[src/sv/stk_pkg.sv]
`timescale 1ns / 1ps
`default_nettype none
// Shared types, token codes and decode functions for the source tokenizer.
// No dependencies.
package stk_pkg;

  localparam logic [5:0] K_INT  = 6'd27;
  localparam logic [5:0] K_KW0  = 6'd28;
  localparam logic [5:0] K_ID   = 6'd36;
  localparam logic [5:0] K_END  = 6'd37;
  localparam logic [5:0] K_ERR  = 6'd38;
  localparam logic [5:0] K_NONE = 6'd63;

  localparam logic [2:0] ST_OK      = 3'd0;
  localparam logic [2:0] ST_EMPTY   = 3'd3;
  localparam logic [2:0] ST_UNTERM  = 3'd4;
  localparam logic [2:0] ST_UNEXPECT = 3'd5;

  localparam logic [1:0] W_NONE = 2'd0;
  localparam logic [1:0] W_INT  = 2'd1;
  localparam logic [1:0] W_CHAR = 2'd2;

  typedef struct packed {
    logic [5:0]  kind;
    logic [63:0] value;
    logic [15:0] start_off;
    logic [15:0] end_off;
    logic [2:0]  status;
    logic        last;
  } tok_t;

  // Up to two results per accepted byte.
  typedef struct packed {
    logic [1:0] n;
    tok_t       r0;
    tok_t       r1;
  } push_t;

  function automatic tok_t make_tok(input logic [5:0] kind, input logic [63:0] value,
                                    input logic [15:0] s, input logic [15:0] e,
                                    input logic [2:0] st, input logic last);
    tok_t t;
    t.kind = kind;
    t.value = value;
    t.start_off = s;
    t.end_off = e;
    t.status = st;
    t.last = last;
    return t;
  endfunction

  function automatic logic [5:0] single_kind(input logic [7:0] c);
    logic [5:0] k;
    case (c)
      8'h21: k = 6'd0;
      8'h3D: k = 6'd2;
      8'h26: k = 6'd4;
      8'h7C: k = 6'd6;
      8'h5E: k = 6'd8;
      8'h7E: k = 6'd9;
      8'h3C: k = 6'd10;
      8'h3E: k = 6'd13;
      8'h2B: k = 6'd16;
      8'h2D: k = 6'd17;
      8'h2A: k = 6'd18;
      8'h2F: k = 6'd19;
      8'h25: k = 6'd20;
      8'h2C: k = 6'd21;
      8'h3B: k = 6'd22;
      8'h28: k = 6'd23;
      8'h29: k = 6'd24;
      8'h7B: k = 6'd25;
      8'h7D: k = 6'd26;
      default: k = K_NONE;
    endcase
    return k;
  endfunction

  function automatic logic [5:0] pair_kind(input logic [7:0] a, input logic [7:0] c);
    logic [5:0] k;
    k = K_NONE;
    if (a == 8'h21 && c == 8'h3D) k = 6'd1;
    if (a == 8'h3D && c == 8'h3D) k = 6'd3;
    if (a == 8'h26 && c == 8'h26) k = 6'd5;
    if (a == 8'h7C && c == 8'h7C) k = 6'd7;
    if (a == 8'h3C && c == 8'h3D) k = 6'd11;
    if (a == 8'h3C && c == 8'h3C) k = 6'd12;
    if (a == 8'h3E && c == 8'h3D) k = 6'd14;
    if (a == 8'h3E && c == 8'h3E) k = 6'd15;
    return k;
  endfunction

  function automatic logic [7:0] esc_value(input logic [7:0] c);
    logic [7:0] v;
    case (c)
      8'h30: v = 8'h00;
      8'h61: v = 8'h07;
      8'h62: v = 8'h08;
      8'h65: v = 8'h1B;
      8'h66: v = 8'h0C;
      8'h6E: v = 8'h0A;
      8'h72: v = 8'h0D;
      8'h74: v = 8'h09;
      default: v = c;
    endcase
    return v;
  endfunction

  // Keyword lookup on the packed prefix; falls back to identifier.
  function automatic logic [5:0] kw_kind(input logic [15:0] len, input logic [63:0] p);
    logic [5:0] k;
    k = K_ID;
    if (len == 16'd3 && p == 64'h6C6574)             k = K_KW0;
    if (len == 16'd2 && p == 64'h6966)               k = K_KW0 + 6'd1;
    if (len == 16'd4 && p == 64'h656C7365)           k = K_KW0 + 6'd2;
    if (len == 16'd5 && p == 64'h7768696C65)         k = K_KW0 + 6'd3;
    if (len == 16'd8 && p == 64'h636F6E74696E7565)   k = K_KW0 + 6'd4;
    if (len == 16'd5 && p == 64'h627265616B)         k = K_KW0 + 6'd5;
    if (len == 16'd6 && p == 64'h72657475726E)       k = K_KW0 + 6'd6;
    if (len == 16'd2 && p == 64'h666E)               k = K_KW0 + 6'd7;
    return k;
  endfunction

endpackage
`default_nettype wire

[src/sv/stk_ifs.sv]
`timescale 1ns / 1ps
`default_nettype none
// Channel interfaces for the source tokenizer: byte input and token output.
// No dependencies.
interface stk_byte_if;
  logic       valid;
  logic       ready;
  logic [7:0] char_byte;
  modport source (output valid, output char_byte, input ready);
  modport sink (input valid, input char_byte, output ready);
endinterface

interface stk_tok_if;
  logic        valid;
  logic        ready;
  logic [5:0]  token_kind;
  logic [63:0] token_value;
  logic [15:0] start_offset;
  logic [15:0] end_offset;
  logic [2:0]  status;
  logic        last_of_source;
  modport source (output valid, output token_kind, output token_value, output start_offset,
                  output end_offset, output status, output last_of_source, input ready);
  modport sink (input valid, input token_kind, input token_value, input start_offset,
                input end_offset, input status, input last_of_source, output ready);
endinterface
`default_nettype wire

[src/sv/stk_front.sv]
`timescale 1ns / 1ps
`default_nettype none
// Lexer front end: classifies one byte per cycle while room is high, emits up to two results.
// Depends on stk_pkg and stk_ifs.
module stk_front #(
  parameter int OFFSET_BITS = 16
) (
  input  wire logic          clk,
  input  wire logic          rst,
  stk_byte_if.sink           src,
  input  wire logic          room,
  output stk_pkg::push_t     push
);

  typedef enum logic [3:0] {
    M_IDLE, M_SYM, M_COMMENT, M_INT, M_CHAR_FIRST, M_CHAR_BODY, M_CHAR_ESC, M_IDENT,
    M_DRAIN
  } mode_t;

  mode_t                  mode, mode_next;
  logic [7:0]             pend, pend_next;
  logic [63:0]            acc, acc_next;
  logic [63:0]            pref, pref_next;
  logic [15:0]            len, len_next;
  logic [OFFSET_BITS-1:0] bpos, bpos_next;
  logic [OFFSET_BITS-1:0] tstart, tstart_next;
  logic [1:0]             warn, warn_next;

  logic                   acc_in;
  logic [7:0]             c;
  logic [OFFSET_BITS-1:0] nxt;
  logic [15:0]            p16, n16, t16;
  logic                   is_dig, is_alp;
  logic [5:0]             sk, pk, ik;
  logic [63:0]            mul10;
  logic [7:0]             app;
  logic                   do_app;
  // begin-of-token decode
  mode_t                  b_mode;
  logic                   b_emit;
  stk_pkg::tok_t          b_tok;
  logic                   use_beg, f_emit;
  stk_pkg::tok_t          f_tok;

  assign src.ready = room;
  assign acc_in = src.valid && room;
  assign c = src.char_byte;
  assign nxt = bpos + {{(OFFSET_BITS-1){1'b0}}, 1'b1};
  assign p16 = 16'(bpos);
  assign n16 = 16'(nxt);
  assign t16 = 16'(tstart);
  assign is_dig = (c >= 8'h30) && (c <= 8'h39);
  assign is_alp = ((c >= 8'h61) && (c <= 8'h7A)) || ((c >= 8'h41) && (c <= 8'h5A)) ||
                  (c == 8'h5F);
  assign sk = stk_pkg::single_kind(c);
  assign pk = stk_pkg::pair_kind(pend, c);
  assign ik = stk_pkg::kw_kind(len, pref);
  assign mul10 = (acc << 3) + (acc << 1) + {60'd0, c[3:0]};

  always_comb begin
    mode_next = mode;
    pend_next = pend;
    acc_next = acc;
    pref_next = pref;
    len_next = len;
    tstart_next = tstart;
    warn_next = warn;
    b_mode = M_IDLE;
    b_emit = 1'b0;
    b_tok = '0;
    use_beg = 1'b0;
    f_emit = 1'b0;
    f_tok = '0;
    app = c;
    do_app = 1'b0;
    push = '0;

    case (mode)
      M_SYM: begin
        if (pk != stk_pkg::K_NONE) begin
          f_emit = 1'b1;
          f_tok = stk_pkg::make_tok(pk, '0, t16, n16, stk_pkg::ST_OK, 1'b0);
          mode_next = M_IDLE;
        end else if (pend == 8'h2F && c == 8'h2A) begin
          pend_next = 8'd0;
          mode_next = M_COMMENT;
        end else begin
          f_emit = 1'b1;
          f_tok = stk_pkg::make_tok(stk_pkg::single_kind(pend), '0, t16, p16,
                                    stk_pkg::ST_OK, 1'b0);
          use_beg = 1'b1;
        end
      end
      M_COMMENT: begin
        if (c == 8'd0) use_beg = 1'b1;
        else if (c == 8'h2F && pend != 8'd0) mode_next = M_IDLE;
        else pend_next = {7'd0, c == 8'h2A};
      end
      M_INT: begin
        if (is_dig) begin
          if (warn == stk_pkg::W_NONE && mul10 < acc) warn_next = stk_pkg::W_INT;
          acc_next = mul10;
        end else begin
          f_emit = 1'b1;
          f_tok = stk_pkg::make_tok(stk_pkg::K_INT, acc, t16, p16, {1'b0, warn}, 1'b0);
          use_beg = 1'b1;
        end
      end
      M_CHAR_FIRST, M_CHAR_BODY: begin
        if (c == 8'h27 && mode == M_CHAR_FIRST) begin
          f_emit = 1'b1;
          f_tok = stk_pkg::make_tok(stk_pkg::K_ERR, '0, t16, n16, stk_pkg::ST_EMPTY, 1'b1);
          mode_next = M_DRAIN;
        end else if (c == 8'h27) begin
          f_emit = 1'b1;
          f_tok = stk_pkg::make_tok(stk_pkg::K_INT, acc, t16, n16, {1'b0, warn}, 1'b0);
          mode_next = M_IDLE;
        end else if (c == 8'd0) begin
          f_emit = 1'b1;
          f_tok = stk_pkg::make_tok(stk_pkg::K_ERR, '0, t16, p16, stk_pkg::ST_UNTERM, 1'b1);
        end else if (c == 8'h5C) begin
          mode_next = M_CHAR_ESC;
        end else begin
          do_app = 1'b1;
        end
      end
      M_CHAR_ESC: begin
        if (c == 8'd0) begin
          f_emit = 1'b1;
          f_tok = stk_pkg::make_tok(stk_pkg::K_ERR, '0, t16, p16, stk_pkg::ST_UNTERM, 1'b1);
        end else begin
          app = stk_pkg::esc_value(c);
          do_app = 1'b1;
        end
      end
      M_IDENT: begin
        if (is_alp || is_dig) begin
          if (len < 16'd8) pref_next = {pref[55:0], c};
          if (len != 16'hFFFF) len_next = len + 16'd1;
        end else begin
          f_emit = 1'b1;
          f_tok = stk_pkg::make_tok(ik, (ik == stk_pkg::K_ID) ? {48'd0, len} : 64'd0,
                                    t16, p16, stk_pkg::ST_OK, 1'b0);
          use_beg = 1'b1;
        end
      end
      M_DRAIN: ;
      default: use_beg = 1'b1;
    endcase

    if (do_app) begin
      if (warn == stk_pkg::W_NONE && acc[63:56] != 8'd0) warn_next = stk_pkg::W_CHAR;
      acc_next = {acc[55:0], app};
      mode_next = M_CHAR_BODY;
    end

    if (use_beg) begin
      if (c == 8'd0) begin
        b_emit = 1'b1;
        b_tok = stk_pkg::make_tok(stk_pkg::K_END, '0, p16, p16, stk_pkg::ST_OK, 1'b1);
      end else if (c == 8'h20 || c == 8'h09 || c == 8'h0A) begin
        b_mode = M_IDLE;
      end else begin
        tstart_next = bpos;
        if (c == 8'h21 || c == 8'h3D || c == 8'h26 || c == 8'h7C || c == 8'h3C ||
            c == 8'h3E || c == 8'h2F) begin
          pend_next = c;
          b_mode = M_SYM;
        end else if (sk != stk_pkg::K_NONE) begin
          b_emit = 1'b1;
          b_tok = stk_pkg::make_tok(sk, '0, p16, n16, stk_pkg::ST_OK, 1'b0);
        end else if (is_dig) begin
          acc_next = {60'd0, c[3:0]};
          warn_next = stk_pkg::W_NONE;
          b_mode = M_INT;
        end else if (c == 8'h27) begin
          acc_next = '0;
          warn_next = stk_pkg::W_NONE;
          b_mode = M_CHAR_FIRST;
        end else if (is_alp) begin
          pref_next = {56'd0, c};
          len_next = 16'd1;
          b_mode = M_IDENT;
        end else begin
          b_emit = 1'b1;
          b_tok = stk_pkg::make_tok(stk_pkg::K_ERR, '0, p16, n16, stk_pkg::ST_UNEXPECT, 1'b1);
          b_mode = M_DRAIN;
        end
      end
      mode_next = b_mode;
    end

    if (c == 8'd0) begin
      mode_next = M_IDLE;
      bpos_next = '0;
    end else begin
      bpos_next = nxt;
    end

    // pack results, flushed token first
    if (acc_in) begin
      if (f_emit) begin
        push.r0 = f_tok;
        push.r1 = b_tok;
        push.n = (use_beg && b_emit) ? 2'd2 : 2'd1;
      end else if (use_beg && b_emit) begin
        push.r0 = b_tok;
        push.n = 2'd1;
      end
    end
  end

  always_ff @(posedge clk) begin
    if (rst) begin
      mode <= M_IDLE;
      pend <= '0;
      acc <= '0;
      pref <= '0;
      len <= '0;
      bpos <= '0;
      tstart <= '0;
      warn <= '0;
    end else if (acc_in) begin
      mode <= mode_next;
      pend <= pend_next;
      acc <= acc_next;
      pref <= pref_next;
      len <= len_next;
      bpos <= bpos_next;
      tstart <= tstart_next;
      warn <= warn_next;
    end
  end

endmodule
`default_nettype wire

[src/sv/stk_back.sv]
`timescale 1ns / 1ps
`default_nettype none
// Back end: four-entry result queue and output register.
// Depends on stk_pkg and stk_ifs.
module stk_back (
  input  wire logic           clk,
  input  wire logic           rst,
  input  wire stk_pkg::push_t push,
  output logic                room,
  stk_tok_if.source           tok
);

  stk_pkg::tok_t mem [4];
  logic [1:0]    wr, rd;
  logic [2:0]    cnt;
  logic          ov;
  stk_pkg::tok_t obuf;
  logic          pop;

  assign room = (cnt <= 3'd2);
  assign pop = (cnt != 3'd0) && (!ov || tok.ready);

  always_ff @(posedge clk) begin
    if (push.n != 2'd0) mem[wr] <= push.r0;
    if (push.n == 2'd2) mem[wr + 2'd1] <= push.r1;
    if (pop) obuf <= mem[rd];
  end

  always_ff @(posedge clk) begin
    if (rst) begin
      wr <= '0;
      rd <= '0;
      cnt <= '0;
      ov <= 1'b0;
    end else begin
      wr <= wr + push.n;
      if (pop) rd <= rd + 2'd1;
      cnt <= cnt + {1'b0, push.n} - {2'd0, pop};
      if (pop) ov <= 1'b1;
      else if (tok.ready) ov <= 1'b0;
    end
  end

  assign tok.valid = ov;
  assign tok.token_kind = obuf.kind;
  assign tok.token_value = obuf.value;
  assign tok.start_offset = obuf.start_off;
  assign tok.end_offset = obuf.end_off;
  assign tok.status = obuf.status;
  assign tok.last_of_source = obuf.last;

endmodule
`default_nettype wire

[src/sv/source_tokenizer_top.sv]
`timescale 1ns / 1ps
`default_nettype none
// Source tokenizer top level.
// Input channel src carries one source byte per request; byte 0 ends a source.
// Output channel tok carries one token per request with kind, value, start and
// end offsets, status and a last-of-source flag (END or an error result).
// A byte is lexed in the cycle it is accepted and its results (up to two)
// enter a four-entry queue; the first reaches tok through the output register.
// Throughput is one byte per cycle while each byte yields at most one token
// and tok is ready; the queue absorbs a byte that yields two tokens.
// src.ready drops while fewer than two queue entries are free, so a
// stalled tok holds its result and back-pressures src once three results
// wait in the queue; bytes that yield no token keep flowing until then.
// Tokens that need lookahead appear when the following byte arrives.
// After an error result, bytes are dropped up to and including byte 0.
// Synchronous reset empties the queue and returns the lexer to idle at
// offset 0.
// Depends on stk_pkg, stk_ifs, stk_front and stk_back.
module source_tokenizer_top #(
  parameter int OFFSET_BITS = 16
) (
  input  wire logic clk,
  input  wire logic rst,
  stk_byte_if.sink  src,
  stk_tok_if.source tok
);

  stk_pkg::push_t push;
  logic           room;

  stk_front #(.OFFSET_BITS(OFFSET_BITS)) u_front (
    .clk(clk), .rst(rst), .src(src), .room(room), .push(push)
  );

  stk_back u_back (
    .clk(clk), .rst(rst), .push(push), .room(room), .tok(tok)
  );

`ifndef ASSERT_OFF
  a_push_on_accept: assert property (@(posedge clk) disable iff (rst)
    (push.n != 2'd0) |-> (src.valid && src.ready))
    else $error("results pushed without an accepted byte");
  a_first_not_last: assert property (@(posedge clk) disable iff (rst)
    (push.n == 2'd2) |-> !push.r0.last)
    else $error("source-ending result followed by another");
  a_err_is_last: assert property (@(posedge clk) disable iff (rst)
    (push.n != 2'd0 && push.r0.kind == stk_pkg::K_ERR) |-> push.r0.last)
    else $error("error result without last flag");
`endif

endmodule
`default_nettype wire
[src/flat_wrapper.sv]
// flat-port wrapper written by rule: the top's interface ports become plain ports
module source_tokenizer_top_flat 
#(
  parameter int OFFSET_BITS = 16
)
  (clk, rst, src_valid, src_char_byte, src_ready, tok_valid, tok_token_kind, tok_token_value, tok_start_offset, tok_end_offset, tok_status, tok_last_of_source, tok_ready);
  stk_byte_if src_i ();
  stk_tok_if tok_i ();
  input  wire logic clk;
  input  wire logic rst;
  input wire logic [$bits(src_i.valid)-1:0] src_valid;
  input wire logic [$bits(src_i.char_byte)-1:0] src_char_byte;
  output wire logic [$bits(src_i.ready)-1:0] src_ready;
  output wire logic [$bits(tok_i.valid)-1:0] tok_valid;
  output wire logic [$bits(tok_i.token_kind)-1:0] tok_token_kind;
  output wire logic [$bits(tok_i.token_value)-1:0] tok_token_value;
  output wire logic [$bits(tok_i.start_offset)-1:0] tok_start_offset;
  output wire logic [$bits(tok_i.end_offset)-1:0] tok_end_offset;
  output wire logic [$bits(tok_i.status)-1:0] tok_status;
  output wire logic [$bits(tok_i.last_of_source)-1:0] tok_last_of_source;
  input wire logic [$bits(tok_i.ready)-1:0] tok_ready;
  assign src_i.valid = src_valid;
  assign src_i.char_byte = src_char_byte;
  assign src_ready = src_i.ready;
  assign tok_valid = tok_i.valid;
  assign tok_token_kind = tok_i.token_kind;
  assign tok_token_value = tok_i.token_value;
  assign tok_start_offset = tok_i.start_offset;
  assign tok_end_offset = tok_i.end_offset;
  assign tok_status = tok_i.status;
  assign tok_last_of_source = tok_i.last_of_source;
  assign tok_i.ready = tok_ready;
  source_tokenizer_top #(.OFFSET_BITS(OFFSET_BITS)) u_core (.clk(clk), .rst(rst), .src(src_i), .tok(tok_i));
endmodule
[config.mk]
export PLATFORM = sky130hd
export DESIGN_NAME = source_tokenizer_top_flat
export DESIGN_NICKNAME = d
export VERILOG_FILES = /design/src/sv/stk_pkg.sv /design/src/sv/stk_ifs.sv /design/src/sv/stk_front.sv /design/src/sv/stk_back.sv /design/src/sv/source_tokenizer_top.sv /design/src/flat_wrapper.sv
export SDC_FILE = /design/constraint.sdc
export NUM_CORES = 2
export LEC_CHECK = 0
export ABC_AREA = 1
export BUFFER_PORTS_ARGS = -buffer_cell sky130_fd_sc_hd__buf_4
export CAP_MARGIN = 10
export CELL_PAD_IN_SITES_DETAIL_PLACEMENT = 1
export CELL_PAD_IN_SITES_GLOBAL_PLACEMENT = 1
export CORE_AREA = 2 2 306 308
export CTS_CLUSTER_DIAMETER = 40
export DETAILED_ROUTE_END_ITERATION = 8
export DIE_AREA = 0 0 308 310
export PLACE_DENSITY_LB_ADDON = 0.3
export SYNTH_ARGS = -nofsm -noshare
export SYNTH_HDL_FRONTEND = slang
export SYNTH_HIERARCHICAL = 1
export SYNTH_SLANG_ARGS = --single-unit
[constraint.sdc]
create_clock -name clk -period 26.5 [get_ports clk]
set_clock_uncertainty 0.15 [all_clocks]
set_input_delay 2.65 -clock clk [delete_from_list [all_inputs] [get_ports clk]]
set_output_delay 2.65 -clock clk [all_outputs]
set_load 0.01 [all_outputs]
Word-level counts from Yosys, hierarchy flattened
Memory sizes are Yosys's and may differ from the RTL's. A register that Yosys moved wholly into a read port is not among the register bits.
Index checks and enable logic that the tools add are counted.

word-level totals
  register bits = 198
  bits in latches = 0
  bits in writable memories = 424
  ROM bits = 0
  bits of input ports = 12
  output and inout port bits = 108
  word-level logic and storage cells = 310
  memories kept = 1

memory list
  memory             words  bits a word  rd ports  clocked after Yosys merged registers in  write ports  RTL line        text
  u_core.u_back.mem  4      106          1         1                                        2            stk_back.sv:13  stk_pkg::tok_t mem [4];

operators by class
  add/subtract/negate cells = 9
  multiply operators = 0
  div/mod/pow operators = 0
  magnitude comparators = 9
  equal/unequal tests = 82
  shift-type cells = 0
  multiplexer cells = 143
  bitwise gates (word level) = 2
  reduce and logical (&&, ||, !) cells = 52

operators by type and width
  cell                  count
  $mux 106              15
  $mux 64               21
  $pmux 106 s5          1
  $eq 8x6->1 const B    31
  $pmux 6 s19           2
  $mux 214              1
  $mux 16               13
  $eq 8x7->1 const B    19
  $eq 64x15->1 const B  2
  $eq 64x39->1 const B  2
  $mux 108              1
  $mux 107              1
  $mux 105              1
  $mux 6                16
  $mux 8                10
  $add 64x4->64         1
  $add 64x64->64        1
  $eq 64x23->1 const B  1
  $eq 64x31->1 const B  1
  $eq 64x47->1 const B  1
  $eq 64x63->1 const B  1
  $lt 64x64->1          1
  $pmux 8 s8            1
  $mux 4                15
  45 further kinds      138

Longest topological paths before layout
  depth after elaboration = 21
  depth in mapped cells = 30
  mapped depth without buffers = 29

By module
Netlist, hierarchy kept.

by module, submodules not included
  module     instances  cells each  area an instance (µm²)  sequential area each (µm²)
  stk_back   1          2250        23804.1                 16075.4
  stk_front  1          4051        22881.9                 3803.6

Least setup slack after synthesis
OpenSTA, ideal clock, no wires.

  path kind = input to register
  start point = input src_char_byte[0]
  end point = memory u_core/u_back/mem[3][0] (netlist name) (enable)
  setup time = 0.727 ns
  data arrival time = 12.489 ns
  data required time = 25.623 ns
  setup slack = 13.135 ns
  stages on the path = 18
  buffers on the path = 2
  cells stage by stage = buf_4 > inv_2 > nor2_2 > nand2_1 > nor2_2 > inv_2 > nor2_1 > nor2_1 > nand3_2 > nand2_4 > nand2_2 > inv_2 > buf_2 > ha_1 > inv_1 > nor2_1 > nor2_1 > o31ai_1

RTL lines
  item             RTL line            text
  start, declared  flat_wrapper.sv:12  input wire logic [$bits(src_i.char_byte)-1:0] src_char_byte;
  end, declared    stk_back.sv:13

==> metrics <==
dominant cell type by area after synthesis=edfxtp_1; Pleak=around 21 nW; hold-fix buffers at CTS=0; PD cells=between 100 and 150 mW/mm^2; post-synthesis xor/xnor area fraction=0.769%; initial antenna violation count=5; syn_area_per_cell=7.41 um^2; Rel. slew slack=19.0%; total grt overflow=0; Final Core Density=55.6%; Vias per Instance=5.97; synthesized area=around 0.047 mm^2; # fillers=~12000; hpwl dp=115000 um; Clk pin slew, worst setup/hold paths=around 0.060 ns; Total GRT Usage=a little over a third; CP bufs+invs=7; WL per Instance=between 20 and 25 um; worst min-delay path class=flip-flop to flip-flop; Worst Min Path Start=u_core/u_front/t16[5]; WHS=roughly 0.3 ns; most common cell after layout, fill and taps aside=nand2_1; final hold vios=0; setup_tns=0 ns; sequential element share of the synthesized area=42.6%; DP Area=between 0.04 and 0.05 mm^2; ranking of synthesized cells by area=edfxtp_1, nand2_1, o21ai_0; Crit Path Max Fanout=52; post-route ant nets=0; Die Width=308 um; period utilisation layout=slightly above 30%; clock latency on the worst-skew pair=0.69 ns; critical path required time=about 27 ns; final WL=173000 um; Most used DFF post-synth=edfxtp_1; Final Slew Violations=0; Synth Register Bits=about 730; arrival time worst endpoint=between 8 and 9 ns; Largest delay share family, worst path=buffers and inverters; Initial DRC Count=4322; main combinational cell family by area after synthesis=simple AND/OR/NAND/NOR gates; first-pass GRT wire length=264000 um; vias in the first global route=45958; Netlist cell types=55; synth warn=6; Critical Path Source Type=primary input; share of the synthesized area in the top cell type=34.1%; PostCTS Resize Cnt=0; area delta synth->final=10.1%; pin count of the biggest net entering global routing=about 170; critical-path cell list=buf_4 > nor2_2 > nand3_1 > nor3_1 > inv_1 > nand2_1 > nor2_1 > inv_2 > nor2_4 > nand2_2 > inv_2 > ha_1 > inv_1 > nor2_1 > nor2_1 > o31ai_4 > buf_4 > buf_4; clock buffer depth=3; I/O pin cnt=120; TritonRoute pass-1 iters=5; core area=0.0925 mm^2; # nets final=roughly 6500; Tmin final=8.09 ns; post-synthesis cell count=around 6300; Synth Area in Simple Gates=24.6%; max-cap violations=0; Starting Density=50.5%; CTS root buffer=clkbuf_16; final setup fails=0; CTS sink count=728; gp weighted congestion=0.989; Slowest-stage cell, CP=o31ai_4; fin area=0.0514 mm^2; port buffer count=119; slowest stage delay, CP=roughly 0.82 ns; Synth Area in Adders=5.35%; unrepaired setup endpoints after global routing=no; share of cells above drive strength 1=7.15%; highest-count cells in the layout ignoring fill and taps=nand2_1, o21ai_0, inv_1; Worst Setup SP=src_char_byte[6]; share of flip-flops with an asynchronous set or reset=0%; critical path class=primary input to flip-flop; Setup Buffers After CTS=0; Chip Height=slightly above 300 um; endpoint class of the critical path=flip-flop; Via Count=between 40000 and 50000; H-tree Lvls=3; antenna cells=0; Max Freq=~120 MHz; VDD IR max=0.0563 mV; Critical R2R Launch=u_core/u_front/pend[0]; std cell rows=between 100 and 150; post-synthesis compound-gate area fraction=16.4%; Die ar.=0.0955 mm^2; TritonCTS clock tree=built; total CTS buffers=approximately 100; mux contribution to synthesized area=0%; run status=finished, final reports clean; Post-synth EDFFs=530; DRC viols=0; actual slew at the worst max-slew pin=1.22 ns
-- synthesized netlist by cell type (all sizes together) (10+ instances only) --
cell type  count
o21ai        926
buf          200
nand2       1550
clkbuf       175
nand3b        11
nor3         157
o21bai        16
nand4         48
nor4          19
dfxtp        198
nand3        217
and2          22
inv          755
xor2          37
or2           10
edfxtp       530
o22ai        128
o211ai        26
a21oi        323
ha           195
nor2         698
-- area by class of cell --
cell class	instances	area (um^2)	area share (%)
Clock buffer	115	2660	5.18
Tap cell	1197	1500	2.91
Clock inverter	78	942	1.83
Sequential cell	728	19900	38.7
Inverter	758	2850	5.55
Multi-Input combinational cell	4504	22400	43.5
Timing Repair Buffer	156	1180	2.30
-- registers in the layout, indices dropped and copies added (netlist names) --
signal / cells
u_core/u_back/cnt: 3
u_core/u_back/mem: 424
u_core/u_back/rd: 2
u_core/u_back/tok.end_offset: 16
u_core/u_back/tok.last_of_source: 1
u_core/u_back/tok.start_offset: 16
u_core/u_back/tok.status: 3
u_core/u_back/tok.token_kind: 6
u_core/u_back/tok.token_value: 64
u_core/u_back/tok.valid: 1
u_core/u_back/wr: 2
u_core/u_front/acc: 64
u_core/u_front/bpos: 16
u_core/u_front/len: 16
u_core/u_front/mode: 4
u_core/u_front/pend: 8
u_core/u_front/pref: 64
u_core/u_front/t16: 16
u_core/u_front/warn: 2
-- routing by layer --
metal	track usage [%]	share of wire, %	up-vias
met4	13.1	3.2	6
met1	45.8	41	22086
met3	5.62	7.4	372
met5	0	0.025	-
met2	59.8	48	1759
li1	-	-	20756
-- final timing paths --
kind / endpoint / slack (ns) / depth (start not counted)
max reg2reg: u_core/u_back/mem[3][25] / 20.28 / 18
max: u_core/u_back/mem[3][25] / 18.41 / 18
min: u_core/u_front/t16[5] / 0.31 / 2
min reg2reg: u_core/u_front/t16[5] / 0.31 / 2
-- worst reg2reg max path, cell delays in order (launching register included) --
cell	delay, ns
dfxtp_1	0.54
inv_1	0.16
nor2_1	0.27
nand2_1	0.17
nor2_1	0.16
nor2_1	0.09
nor2_1	0.15
nor2_1	0.10
nand3_2	0.13
nand2_4	0.16
nand2_2	0.15
inv_2	0.23
ha_1	0.38
inv_1	0.04
nor2_1	0.33
nor2_1	0.17
o31ai_4	0.82
buf_4	0.70
buf_4	0.85
-- where the power goes --
group | switching [W] | total, W | internal, W
Sequential | 0.000174 | 0.00174 | 0.00157
Combinational | 0.00140 | 0.00200 | 0.000595
Clock | 0.000574 | 0.00146 | 0.000882
Total | 0.00215 | 0.00519 | 0.00304
-- metrics by stage --
step | power (W) | std cells | setup WS (ns)
after detailed placement | 0.00367 | 7343 | 17.78
after CTS | 0.00517 | 7536 | 18.49
final | 0.00519 | 7536 | 18.41
after global placement | 0.00357 | 7343 | 17.89
after global routing | 0.00545 | 7536 | 18.00
after floorplan | 0.00298 | 6365 | 13.13
-- cell families (layout without fill, tap and decap cells) --
kind of cell             Yosys count  in the layout
other                              1             65
buffers and inverters           1133           1107
adder cells (fa/ha/maj)          198            198
AO/OA/AOI/OAI                   1458           1458
XOR/XNOR                          41             41
AND/OR/NAND/NOR                 2742           2742
flip-flops                       728            728
Power figures use the tool's default switching activity.
